### src/rtl/core/run_literal_byte_encoder_defines.svh
// Assertion macros for the run/literal byte encoder.
// Included by the top level; no other dependencies.
`ifndef RUN_LITERAL_BYTE_ENCODER_DEFINES_SVH
`define RUN_LITERAL_BYTE_ENCODER_DEFINES_SVH

`ifndef SYNTHESIS

// same-cycle implication
`define RLBE_ASSERT_IMPLY(label, clk, rst, cond, prop) \
   label: assert property (@(posedge clk) disable iff (rst) (cond) |-> (prop)) \
      else $error("same-cycle implication failed");

// next-cycle implication
`define RLBE_ASSERT_NEXT(label, clk, rst, cond, prop) \
   label: assert property (@(posedge clk) disable iff (rst) (cond) |=> (prop)) \
      else $error("next-cycle implication failed");

`else

`define RLBE_ASSERT_IMPLY(label, clk, rst, cond, prop)

`define RLBE_ASSERT_NEXT(label, clk, rst, cond, prop)

`endif

`endif

### src/rtl/core/rlbe_pkg.sv
// Shared types and constants for the run/literal byte encoder.
// No dependencies.
package rlbe_pkg;

   localparam int BYTE_W     = 8;
   localparam int WORD_BYTES = 8;
   localparam int WORD_W     = BYTE_W * WORD_BYTES;
   localparam int FILL_W     = 3;
   localparam int CNT_W      = 7;
   localparam int BCNT_W     = 4;

   // input operation codes
   localparam logic OP_DATA  = 1'b0;
   localparam logic OP_FLUSH = 1'b1;

   // packet header codes
   localparam logic [BYTE_W-1:0] FULL_RUN_HEAD = 8'hFF;
   localparam logic [BYTE_W-1:0] RUN_WRAP      = 8'h80;

   // one packet for the back end: a pair, or a literal header plus store bytes
   typedef struct packed {
      logic               is_lit;
      logic               bank;
      logic [BYTE_W-1:0]  head;
      logic [BYTE_W-1:0]  tail;
      logic [CNT_W-1:0]   count;
   } cmd_type;

   // back end hands a store bank back to the front end
   typedef struct packed {
      logic valid;
      logic bank;
   } bank_free_type;

   // one packed result beat
   typedef struct packed {
      logic [WORD_W-1:0] word;
      logic [BCNT_W-1:0] count;
      logic              last;
   } rsp_type;

endpackage

### src/rtl/core/run_literal_byte_encoder.sv
// Run/literal byte encoder: each input byte is compared with the one held
// before it; repeats become run packets (0x80|run or 0xFF for a full run,
// then the byte) and other bytes gather into literal packets (count header,
// then the bytes), closed by a repeat, by reaching MAX_LITERAL, or by a flush
// beat. The bytes one input causes come out packed up to eight per result
// beat, first byte in bits 7:0, with last set on the final beat of that
// input; an input that causes no bytes gives no result. The front end takes
// one input beat per cycle while the command queue has room. The back end
// loads each packet command while idle, then emits one encoded byte per
// cycle while the result queue has room; results pass through a two-beat
// output queue. The literal store has two banks: a new literal packet may
// gather while the previous one drains, and input also stalls when the
// bank it would fill is still being read out. No clearing pass is needed
// after reset.
// Depends on rlbe_pkg, rlbe_front, rlbe_back, rlbe_fifo, rlbe_ram.
`include "run_literal_byte_encoder_defines.svh"

module run_literal_byte_encoder import rlbe_pkg::*; #(
   parameter int MAX_LITERAL = 127
) (
   input  logic                clock,
   input  logic                reset,
   input  logic                req_push,
   output logic                req_full,
   input  logic                req_op,
   input  logic [BYTE_W-1:0]   req_data_byte,
   output logic                rsp_empty,
   input  logic                rsp_pop,
   output logic [WORD_W-1:0]   rsp_data_word,
   output logic [BCNT_W-1:0]   rsp_byte_count,
   output logic                rsp_last
);

   localparam int LIT_AW    = $clog2(MAX_LITERAL);
   localparam int RAM_DEPTH = 2 ** (LIT_AW + 1);
   localparam int CMD_W     = $bits(cmd_type);
   localparam int RSP_W     = $bits(rsp_type);
   localparam int Q_DEPTH   = 2;

   cmd_type           cmd_wr;
   cmd_type           cmd_rd;
   logic [CMD_W-1:0]  cmd_rd_bits;
   logic              cmd_push, cmd_full, cmd_pop, cmd_empty;
   logic              ram_we, ram_re;
   logic [LIT_AW:0]   ram_waddr, ram_raddr;
   logic [BYTE_W-1:0] ram_wdata, ram_rdata;
   bank_free_type     bank_free;
   rsp_type           out_data;
   rsp_type           rsp_head;
   logic [RSP_W-1:0]  rsp_head_bits;
   logic              out_push, out_full;

   // front end: classify and issue packets
   rlbe_front #(
      .MAX_LITERAL (MAX_LITERAL),
      .LIT_AW      (LIT_AW)
   ) u_front (
      .clock         (clock),
      .reset         (reset),
      .req_push      (req_push),
      .req_full      (req_full),
      .req_op        (req_op),
      .req_data_byte (req_data_byte),
      .cmd_full      (cmd_full),
      .cmd_push      (cmd_push),
      .cmd_data      (cmd_wr),
      .ram_we        (ram_we),
      .ram_waddr     (ram_waddr),
      .ram_wdata     (ram_wdata),
      .bank_free     (bank_free)
   );

   // command queue between the two halves
   rlbe_fifo #(
      .WIDTH (CMD_W),
      .DEPTH (Q_DEPTH)
   ) u_cmd_q (
      .clock (clock),
      .reset (reset),
      .push  (cmd_push),
      .wdata (cmd_wr),
      .full  (cmd_full),
      .pop   (cmd_pop),
      .rdata (cmd_rd_bits),
      .empty (cmd_empty)
   );

   assign cmd_rd = cmd_type'(cmd_rd_bits);

   // two-bank literal store
   rlbe_ram #(
      .WIDTH (BYTE_W),
      .DEPTH (RAM_DEPTH)
   ) u_store (
      .clock (clock),
      .we    (ram_we),
      .waddr (ram_waddr),
      .wdata (ram_wdata),
      .re    (ram_re),
      .raddr (ram_raddr),
      .rdata (ram_rdata)
   );

   // back end: byte walk and word packing
   rlbe_back #(
      .MAX_LITERAL (MAX_LITERAL),
      .LIT_AW      (LIT_AW)
   ) u_back (
      .clock     (clock),
      .reset     (reset),
      .cmd_empty (cmd_empty),
      .cmd_pop   (cmd_pop),
      .cmd_data  (cmd_rd),
      .ram_re    (ram_re),
      .ram_raddr (ram_raddr),
      .ram_rdata (ram_rdata),
      .out_full  (out_full),
      .out_push  (out_push),
      .out_data  (out_data),
      .bank_free (bank_free)
   );

   // result queue
   rlbe_fifo #(
      .WIDTH (RSP_W),
      .DEPTH (Q_DEPTH)
   ) u_rsp_q (
      .clock (clock),
      .reset (reset),
      .push  (out_push),
      .wdata (out_data),
      .full  (out_full),
      .pop   (rsp_pop),
      .rdata (rsp_head_bits),
      .empty (rsp_empty)
   );

   assign rsp_head       = rsp_type'(rsp_head_bits);
   assign rsp_data_word  = rsp_head.word;
   assign rsp_byte_count = rsp_head.count;
   assign rsp_last       = rsp_head.last;

   // checks
   `RLBE_ASSERT_IMPLY(a_bank_split, clock, reset, ram_we && ram_re, ram_waddr[LIT_AW] != ram_raddr[LIT_AW])
   `RLBE_ASSERT_IMPLY(a_cmd_room, clock, reset, cmd_push, !cmd_full)
   `RLBE_ASSERT_IMPLY(a_rsp_count, clock, reset, !rsp_empty, rsp_byte_count != 4'd0 && rsp_byte_count <= 4'd8)
   `RLBE_ASSERT_NEXT(a_packet_held, clock, reset, out_push && !out_data.last, !cmd_pop)

endmodule

### src/rtl/core/rlbe_ram.sv
// Generic single-write, single-read RAM with registered read data.
// No dependencies.
module rlbe_ram #(
   parameter int WIDTH = 8,
   parameter int DEPTH = 256,
   parameter int AW    = $clog2(DEPTH)
) (
   input  logic             clock,
   input  logic             we,
   input  logic [AW-1:0]    waddr,
   input  logic [WIDTH-1:0] wdata,
   input  logic             re,
   input  logic [AW-1:0]    raddr,
   output logic [WIDTH-1:0] rdata
);

   logic [WIDTH-1:0] mem_ff [DEPTH];
   logic [WIDTH-1:0] rdata_ff;

   // write port
   always_ff @(posedge clock) begin
      if (we) begin
         mem_ff[waddr] <= wdata;
      end
   end

   // registered read, holds while re is low
   always_ff @(posedge clock) begin
      if (re) begin
         rdata_ff <= mem_ff[raddr];
      end
   end

   assign rdata = rdata_ff;

endmodule

### src/rtl/core/rlbe_fifo.sv
// Small first-in first-out queue of flat words.
// No dependencies.
module rlbe_fifo #(
   parameter int WIDTH = 8,
   parameter int DEPTH = 2,
   parameter int PW    = $clog2(DEPTH),
   parameter int CW    = $clog2(DEPTH + 1)
) (
   input  logic             clock,
   input  logic             reset,
   input  logic             push,
   input  logic [WIDTH-1:0] wdata,
   output logic             full,
   input  logic             pop,
   output logic [WIDTH-1:0] rdata,
   output logic             empty
);

   logic [WIDTH-1:0] mem_ff [DEPTH];
   logic [PW-1:0]    wr_ptr_ff, wr_ptr_in;
   logic [PW-1:0]    rd_ptr_ff, rd_ptr_in;
   logic [CW-1:0]    count_ff, count_in;
   logic             do_push, do_pop;

   assign full    = count_ff == CW'(DEPTH);
   assign empty   = count_ff == '0;
   assign do_push = push && !full;
   assign do_pop  = pop && !empty;
   assign rdata   = mem_ff[rd_ptr_ff];

   // pointer and occupancy update
   always_comb begin
      wr_ptr_in = wr_ptr_ff;
      rd_ptr_in = rd_ptr_ff;
      count_in  = count_ff;
      if (do_push) begin
         wr_ptr_in = (wr_ptr_ff == PW'(DEPTH - 1)) ? '0 : PW'(wr_ptr_ff + 1'b1);
      end
      if (do_pop) begin
         rd_ptr_in = (rd_ptr_ff == PW'(DEPTH - 1)) ? '0 : PW'(rd_ptr_ff + 1'b1);
      end
      if (do_push && !do_pop) begin
         count_in = CW'(count_ff + 1'b1);
      end else if (do_pop && !do_push) begin
         count_in = CW'(count_ff - 1'b1);
      end
   end

   always_ff @(posedge clock) begin
      if (reset) begin
         wr_ptr_ff <= '0;
         rd_ptr_ff <= '0;
         count_ff  <= '0;
      end else begin
         wr_ptr_ff <= wr_ptr_in;
         rd_ptr_ff <= rd_ptr_in;
         count_ff  <= count_in;
      end
   end

   // storage
   always_ff @(posedge clock) begin
      if (do_push) begin
         mem_ff[wr_ptr_ff] <= wdata;
      end
   end

endmodule

### src/rtl/core/rlbe_front.sv
// Front end: takes input beats, tracks run and literal state, fills the
// literal store and issues packet commands. Depends on rlbe_pkg.
module rlbe_front import rlbe_pkg::*; #(
   parameter int MAX_LITERAL = 127,
   parameter int LIT_AW      = $clog2(MAX_LITERAL)
) (
   input  logic                clock,
   input  logic                reset,
   input  logic                req_push,
   output logic                req_full,
   input  logic                req_op,
   input  logic [BYTE_W-1:0]   req_data_byte,
   input  logic                cmd_full,
   output logic                cmd_push,
   output cmd_type             cmd_data,
   output logic                ram_we,
   output logic [LIT_AW:0]     ram_waddr,
   output logic [BYTE_W-1:0]   ram_wdata,
   input  bank_free_type       bank_free
);

   logic [BYTE_W-1:0] held_ff, held_in;
   logic              held_valid_ff, held_valid_in;
   logic [CNT_W-1:0]  run_ff, run_in;
   logic [CNT_W-1:0]  lit_ff, lit_in;
   logic              bank_ff, bank_in;
   logic [1:0]        busy_ff, busy_in;

   logic              accept;
   logic              same;
   logic [BYTE_W-1:0] run_inc;
   logic [BYTE_W-1:0] lit_inc;
   logic              lit_full;
   logic              issue_pair;
   logic              issue_lit;
   logic [BYTE_W-1:0] pair_head;
   logic [CNT_W-1:0]  lit_n;

   // stall on a full command queue or while the fill bank is still draining
   assign req_full  = cmd_full || busy_ff[bank_ff];
   assign accept    = req_push && !req_full;
   assign same      = held_ff == req_data_byte;
   assign run_inc   = {1'b0, run_ff} + 8'd1;
   assign lit_inc   = {1'b0, lit_ff} + 8'd1;
   assign lit_full  = lit_inc >= BYTE_W'(MAX_LITERAL);
   assign ram_waddr = {bank_ff, lit_ff[LIT_AW-1:0]};
   assign ram_wdata = held_ff;

   // classify the beat against the held byte
   always_comb begin
      held_in       = held_ff;
      held_valid_in = held_valid_ff;
      run_in        = run_ff;
      lit_in        = lit_ff;
      ram_we        = 1'b0;
      issue_pair    = 1'b0;
      issue_lit     = 1'b0;
      pair_head     = FULL_RUN_HEAD;
      lit_n         = lit_inc[CNT_W-1:0];
      if (accept) begin
         unique case (req_op)
            OP_DATA: begin
               if (held_valid_ff) begin
                  if (same) begin
                     if (lit_ff != '0) begin
                        // repeat closes the pending literals
                        ram_we    = 1'b1;
                        issue_lit = 1'b1;
                        lit_in    = '0;
                        run_in    = CNT_W'(1);
                     end else if (run_inc == RUN_WRAP) begin
                        issue_pair = 1'b1;
                        pair_head  = FULL_RUN_HEAD;
                        run_in     = CNT_W'(1);
                     end else begin
                        run_in = run_inc[CNT_W-1:0];
                     end
                  end else begin
                     if (run_ff > CNT_W'(1)) begin
                        issue_pair = 1'b1;
                        pair_head  = {1'b1, run_ff};
                        run_in     = CNT_W'(1);
                     end else begin
                        ram_we = 1'b1;
                        if (lit_full) begin
                           issue_lit = 1'b1;
                           lit_in    = '0;
                           run_in    = CNT_W'(1);
                        end else begin
                           lit_in = lit_inc[CNT_W-1:0];
                        end
                     end
                  end
               end
               held_in       = req_data_byte;
               held_valid_in = 1'b1;
            end
            OP_FLUSH: begin
               if (held_valid_ff && run_ff > CNT_W'(1)) begin
                  issue_pair = 1'b1;
                  pair_head  = {1'b1, run_ff};
               end else if (held_valid_ff) begin
                  ram_we    = 1'b1;
                  issue_lit = 1'b1;
               end else if (lit_ff != '0) begin
                  issue_lit = 1'b1;
                  lit_n     = lit_ff;
               end
               held_in       = '0;
               held_valid_in = 1'b0;
               run_in        = CNT_W'(1);
               lit_in        = '0;
            end
            default: begin
               held_in = held_ff;
            end
         endcase
      end
   end

   // command build and bank bookkeeping
   always_comb begin
      cmd_push       = issue_pair || issue_lit;
      cmd_data       = '0;
      cmd_data.tail  = held_ff;
      if (issue_lit) begin
         cmd_data.is_lit = 1'b1;
         cmd_data.bank   = bank_ff;
         cmd_data.head   = {1'b0, lit_n};
         cmd_data.count  = lit_n;
      end else begin
         cmd_data.head   = pair_head;
      end
      busy_in = busy_ff;
      bank_in = bank_ff;
      if (bank_free.valid) begin
         busy_in[bank_free.bank] = 1'b0;
      end
      if (issue_lit) begin
         busy_in[bank_ff] = 1'b1;
         bank_in          = ~bank_ff;
      end
   end

   always_ff @(posedge clock) begin
      if (reset) begin
         held_ff       <= '0;
         held_valid_ff <= 1'b0;
         run_ff        <= CNT_W'(1);
         lit_ff        <= '0;
         bank_ff       <= 1'b0;
         busy_ff       <= '0;
      end else begin
         held_ff       <= held_in;
         held_valid_ff <= held_valid_in;
         run_ff        <= run_in;
         lit_ff        <= lit_in;
         bank_ff       <= bank_in;
         busy_ff       <= busy_in;
      end
   end

endmodule

### src/rtl/core/rlbe_back.sv
// Back end: walks one packet command a byte per cycle while the result queue
// has room, reads literal store bytes, packs result words. Depends on rlbe_pkg.
module rlbe_back import rlbe_pkg::*; #(
   parameter int MAX_LITERAL = 127,
   parameter int LIT_AW      = $clog2(MAX_LITERAL)
) (
   input  logic              clock,
   input  logic              reset,
   input  logic              cmd_empty,
   output logic              cmd_pop,
   input  cmd_type           cmd_data,
   output logic              ram_re,
   output logic [LIT_AW:0]   ram_raddr,
   input  logic [BYTE_W-1:0] ram_rdata,
   input  logic              out_full,
   output logic              out_push,
   output rsp_type           out_data,
   output bank_free_type     bank_free
);

   logic              active_ff, active_in;
   cmd_type           cmd_ff, cmd_in;
   logic [CNT_W-1:0]  pos_ff, pos_in;
   logic [FILL_W-1:0] fill_ff, fill_in;
   logic [WORD_W-1:0] word_ff, word_in;

   logic              advance;
   logic              last_byte;
   logic              word_done;
   logic [CNT_W-1:0]  last_pos;
   logic [BYTE_W-1:0] cur_byte;
   logic [WORD_W-1:0] word_next;

   assign advance   = active_ff && !out_full;
   assign last_pos  = cmd_ff.is_lit ? cmd_ff.count : CNT_W'(1);
   assign last_byte = pos_ff == last_pos;
   assign word_done = last_byte || (fill_ff == FILL_W'(WORD_BYTES - 1));
   assign cmd_pop   = !active_ff && !cmd_empty;

   // byte source: header, then store bytes or the pair's second byte
   always_comb begin
      priority if (pos_ff == '0) begin
         cur_byte = cmd_ff.head;
      end else if (cmd_ff.is_lit) begin
         cur_byte = ram_rdata;
      end else begin
         cur_byte = cmd_ff.tail;
      end
   end

   // drop the byte into its lane
   always_comb begin
      for (int i = 0; i < WORD_BYTES; i++) begin
         word_next[i*BYTE_W +: BYTE_W] = (fill_ff == FILL_W'(i)) ? cur_byte
                                                             : word_ff[i*BYTE_W +: BYTE_W];
      end
   end

   // result beat and store read one byte ahead
   always_comb begin
      out_push       = advance && word_done;
      out_data.word  = word_next;
      out_data.count = BCNT_W'({1'b0, fill_ff} + 4'd1);
      out_data.last  = last_byte;
      ram_re         = advance && cmd_ff.is_lit && !last_byte;
      ram_raddr      = {cmd_ff.bank, pos_ff[LIT_AW-1:0]};
      bank_free.valid = advance && last_byte && cmd_ff.is_lit;
      bank_free.bank  = cmd_ff.bank;
   end

   // sequencing
   always_comb begin
      active_in = active_ff;
      cmd_in    = cmd_ff;
      pos_in    = pos_ff;
      fill_in   = fill_ff;
      word_in   = word_ff;
      if (cmd_pop) begin
         active_in = 1'b1;
         cmd_in    = cmd_data;
         pos_in    = '0;
         fill_in   = '0;
         word_in   = '0;
      end else if (advance) begin
         pos_in = CNT_W'(pos_ff + 1'b1);
         if (word_done) begin
            fill_in = '0;
            word_in = '0;
         end else begin
            fill_in = FILL_W'(fill_ff + 1'b1);
            word_in = word_next;
         end
         if (last_byte) begin
            active_in = 1'b0;
         end
      end
   end

   always_ff @(posedge clock) begin
      if (reset) begin
         active_ff <= 1'b0;
         pos_ff    <= '0;
         fill_ff   <= '0;
         word_ff   <= '0;
      end else begin
         active_ff <= active_in;
         pos_ff    <= pos_in;
         fill_ff   <= fill_in;
         word_ff   <= word_in;
      end
   end

   always_ff @(posedge clock) begin
      cmd_ff <= cmd_in;
   end

endmodule

### config.mk
export PLATFORM = sky130hd
export DESIGN_NAME = run_literal_byte_encoder
export DESIGN_NICKNAME = d
export VERILOG_FILES = /design/src/rtl/core/rlbe_pkg.sv /design/src/rtl/core/run_literal_byte_encoder.sv /design/src/rtl/core/rlbe_ram.sv /design/src/rtl/core/rlbe_fifo.sv /design/src/rtl/core/rlbe_front.sv /design/src/rtl/core/rlbe_back.sv
export VERILOG_INCLUDE_DIRS = /design/src /design/src/rtl/core
export SDC_FILE = /design/constraint.sdc
export NUM_CORES = 2
export LEC_CHECK = 0
export ABC_AREA = 1
export CELL_PAD_IN_SITES_DETAIL_PLACEMENT = 0
export CELL_PAD_IN_SITES_GLOBAL_PLACEMENT = 1
export CORE_MARGIN = 4
export CORE_UTILIZATION = 50
export CTS_BUF_LIST = sky130_fd_sc_hd__clkbuf_4
export DETAILED_ROUTE_END_ITERATION = 12
export DONT_BUFFER_PORTS = 1
export HOLD_SLACK_MARGIN = 0.06
export PLACE_DENSITY = 0.79
export SYNTH_ARGS = -nofsm -noshare
export SYNTH_HDL_FRONTEND = slang
export SYNTH_SLANG_ARGS = --single-unit
### constraint.sdc
create_clock -name clock -period 7.2 [get_ports clock]
set_input_delay 1.08 -clock clock [delete_from_list [all_inputs] [get_ports clock]]
set_output_delay 1.08 -clock clock [all_outputs]
set_load 0.02 [all_outputs]
==> summary.md <==
| Metric | Value |
|---|---|
| CORE AREA | roughly 200000 µm² |
| Die H | between 400 and 500 µm |
| Slew @ Worst Pin | roughly 1.5 ns |
| DRT Pass-1 Iters | 6 |
| Grt ovf | 0 |
| Clk buf depth | 4 |
| H-tree depth | 6 |
| Vias/cell | around 5.5 |
| WP data required | 8.19 ns |
| Clock share of power | around a third |
| Power share of the sequential group | 44.4% |
| Final Wtd Congestion | 0.8810 |
| Min-delay src | req_data_byte[0] |
| CP arrival | approximately 5.5 ns |
| CP max-delay cell | dfxtp_4 |
| Num Clock Sinks | roughly 2400 |
| Sw Ratio | between 30 and 40% |
| I/O Pins | 84 |
| Power, Total | about 36 mW |
| Syn Nets | between 9000 and 10000 |
| CP Launch Type | flop |
| Mapped cell area | 100000 µm² |
| Max-cap violations | 1 |
| Final antenna-violating net count | 0 |
| Pleak | approximately 43 nW |
| Max stage delay on crit path | just over 0.9 ns |
| Final Setup Violations | 0 |
| Dpl hpwl | 163300 µm |
| Total power per unit cell area | between 300 and 400 nW/µm² |
| Top FF cell, synth | edfxtp_1 |
| Tcrit/Tclk final | a little over 60% |
| RSZ-0062 raised after global routing | no |
| Status | finished, violations left |
| Ys async rst share | 0% |
| Cts repair resizes | 0 |
| Peak VDD IR | around 210 µV |
| CP bufs+invs | 1 |
| Clock root buffer | clkbuf_4 |
| Post-CTS Setup Inserts | 0 |
| Area after DPL | ~100000 µm² |
| Port bufs | 0 |
| Largest net degree at the start of global routing | 181 |
| First-pass GRT wire length | ~420000 µm |
| Final setup margin | 2.712 ns |
| Final slew viol count | 1 |
| Rel. slew slack | -0.2660% |
| DRC Markers | 0 |
| Clock skew | roughly 0.10 ns |
| Critical Path Sink Type | flop |
| Fin Setup TNS | 0 ns |
| CP Cell Sequence | inv_1, nand2_1, nand2_1, nor2_1, nand2_1, nor2_2, nor2_1, nor2_2, nand2_4, nor2_4, nand3_2, nor2_1 |
| Syn Area/Cell | 10.61 µm² |
| CTS clock-pin slew for the worst setup and hold paths | ~0.060 ns |
| Internal | about 23 mW |
| Min cycle time layout | 4.488 ns |
| Initial Utilization | 50.51% |
| TritonCTS clock tree | yes |
| #FFs+latches synth | ~2400 |
| HP Class | input pin to flop |
| Clk_lat worst skew | 1.43 ns |
| DR iter-0 viols | 7786 |
| Layout cells sized above 1 | a little under an eighth |
| Final Instance Area | 109900 µm² |
| Gate power share | between 20% and 30% |
| WL final | ~290000 µm |
| Pre-CTS setup slack | about 2.7 ns |
| WS Path Type | flop to flop |
| R2r startpoint | u_front.ram_wdata[5] |
| Wire per inst | 22.71 µm |
| GRT Resource Usage Total | a little over a quarter |
| Die ar. | 207300 µm² |
| Yosys warns | 0 |
| Net switching power | about 12 mW |
| Failing checks | capacitance limit, slew limit |
| Worst Setup SP | u_front.ram_wdata[5] |
| Final nets | 9687 |
| FMAX | 222.8 MHz |
| Distinct cells, synth | 43 |
| EDFF count, synth | 2269 |
| Hold Vio Cnt, Final | 0 |
| Sequential fraction of the synthesis area | 70.33% |
| Worst path top cell family by delay | simple AND/OR/NAND/NOR gates |
| Vias in the first global route | about 70000 |
| Die X-Extent | roughly 460 µm |
| Vias | ~70000 |
| Cell count after synthesis | 9427 |
| Synthesis-to-finish area growth | 9.919% |
| Maximum fanout along the worst path | 54 |
| Initial antenna violation count | 13 |
| Num CTS Buffers | approximately 600 |
| Row cnt | roughly 160 |
==> kinds of logic (layout without fill, tap and decap cells) <==
family	count (synthesis)	count (layout)	share of synthesized area, %
other	0	11	0
adders and majority gates	16	16	0.2002
xor gates and xnor gates	12	12	0.1051
buffers and inverters	1336	1989	5.297
DFF	2379	2379	70.33
muxes	69	69	0.7769
and+or+nand+nor	4647	4647	18.36
AOI/OAI and AO/OA	968	968	4.935
==> layout by cell type (no fill, tap or decap), types with 38 or more instances in the layout <==
cell type and instances:
inv_1 821, mux2_2 69, o21ai_1 38, dfxtp_1 98
edfxtp_1 2269, a21oi_1 180, nand2_1 2877, buf_4 85
clkinv_1 133, nor2_1 1169, o21ai_0 689, nand3_1 484
o22ai_1 41, clkbuf_4 852
==> metrics by stage <==
step                hold slack [ns]  util [%]  cells
CTS                         0.08448     55.50  12720
floorplan                    0.4247         -   9427
detailed placement           0.4362     51.70  11668
finish                       0.2525     55.52  12731
global route                 0.1757     55.51  12728
global placement             0.4332     51.70  11668
==> worst reg2reg max path, delay by kind of cell (launching register included) <==
family        cells  cell delay, ns
simple gates     11            3.01
flops             1            0.91
buf+inv           1            0.14
==> power groups by stage <==
stage / combinational, mW / clock (mW) / sequential [mW]
2_1_floorplan: 5.64 / 0 / 16.1
3_3_place_gp: 8.47 / 0 / 16.1
3_5_place_dp: 8.48 / 0 / 16.1
4_1_cts: 8.52 / 11.4 / 15.8
5_1_grt: 9.41 / 12.3 / 15.8
6_report: 8.59 / 11.2 / 15.8
==> layout make-up <==
type,count,area (µm²)
antenna,11,27.53
clock buffer,852,6396
clock inverter,187,1005
fill,17170,88090
inverter,837,3168
multi-input combinational,5712,24590
sequential,2379,70380
tap,2640,3303
timing repair buffer,113,1069
==> worst paths after layout <==
kind	slack, ns	end	depth (start not counted)
hold / removal	0.25	u_front.run_ff[2]	7
hold reg to reg	0.44	u_back.word_ff[62]	2
setup reg to reg	2.71	u_store.mem_ff[63][6]	12
setup / recovery	2.71	u_store.mem_ff[63][6]	12
==> per-layer routing <==
metal / wire length (µm) / track usage (%)
met3: 27080 / 6.262
met4: 11960 / 11.91
met1: 114900 / 36.53
met2: 135100 / 43.64
met5: 21 / 0
==> flip-flops by register name (all words and copies together), names as in the netlist, 2 cells and up, named ones only <==
name and count:
u_cmd_q.mem_ff 50, u_back.fill_ff 3, u_back.cmd_ff 24, u_store.rdata 8, u_front.ram_wdata 8, u_cmd_q.count_ff 2, u_front.lit_ff 7, u_back.pos_ff 7
u_rsp_q.mem_ff 138, u_back.word_ff 64, u_store.mem_ff 2048, u_front.busy_ff 2, u_front.run_ff 7, u_rsp_q.count_ff 2
==> repair_timing <==
action	CTS	global route
endpoints found under the hold margin	43	0
setup endpoints to repair	0	0
hold buffers	13	0
==> cell usage after synthesis, types with 3 or more instances <==
cell type  number  area [µm²]
nand2_1      2885       10830
edfxtp_1     2269       68140
nor2_1       1176        4414
inv_1         822        3085
o21ai_0       689        3448
nand3_1       492        2462
clkbuf_1      269        1010
a21oi_1       183       915.9
buf_2         167       835.8
dfxtp_1       110        2202
mux2_2         69       777.0
buf_1          52       195.2
o22ai_1        41       256.5
o21ai_1        39       195.2
nor3_1         28       140.1
nand4_1        21       131.4
ha_1           16       200.2
or2_2          15       93.84
xor2_1         11       96.34
nand2_2        10       62.56
o211ai_1        9       67.56
buf_6           7       78.83
inv_2           7       26.28
clkinv_1        6       22.52
buf_4           4       30.03
nand3_4         4       70.07
nand3_2         3       30.03
nor2_2          3       18.77
(Power assumes the default switching activity.)
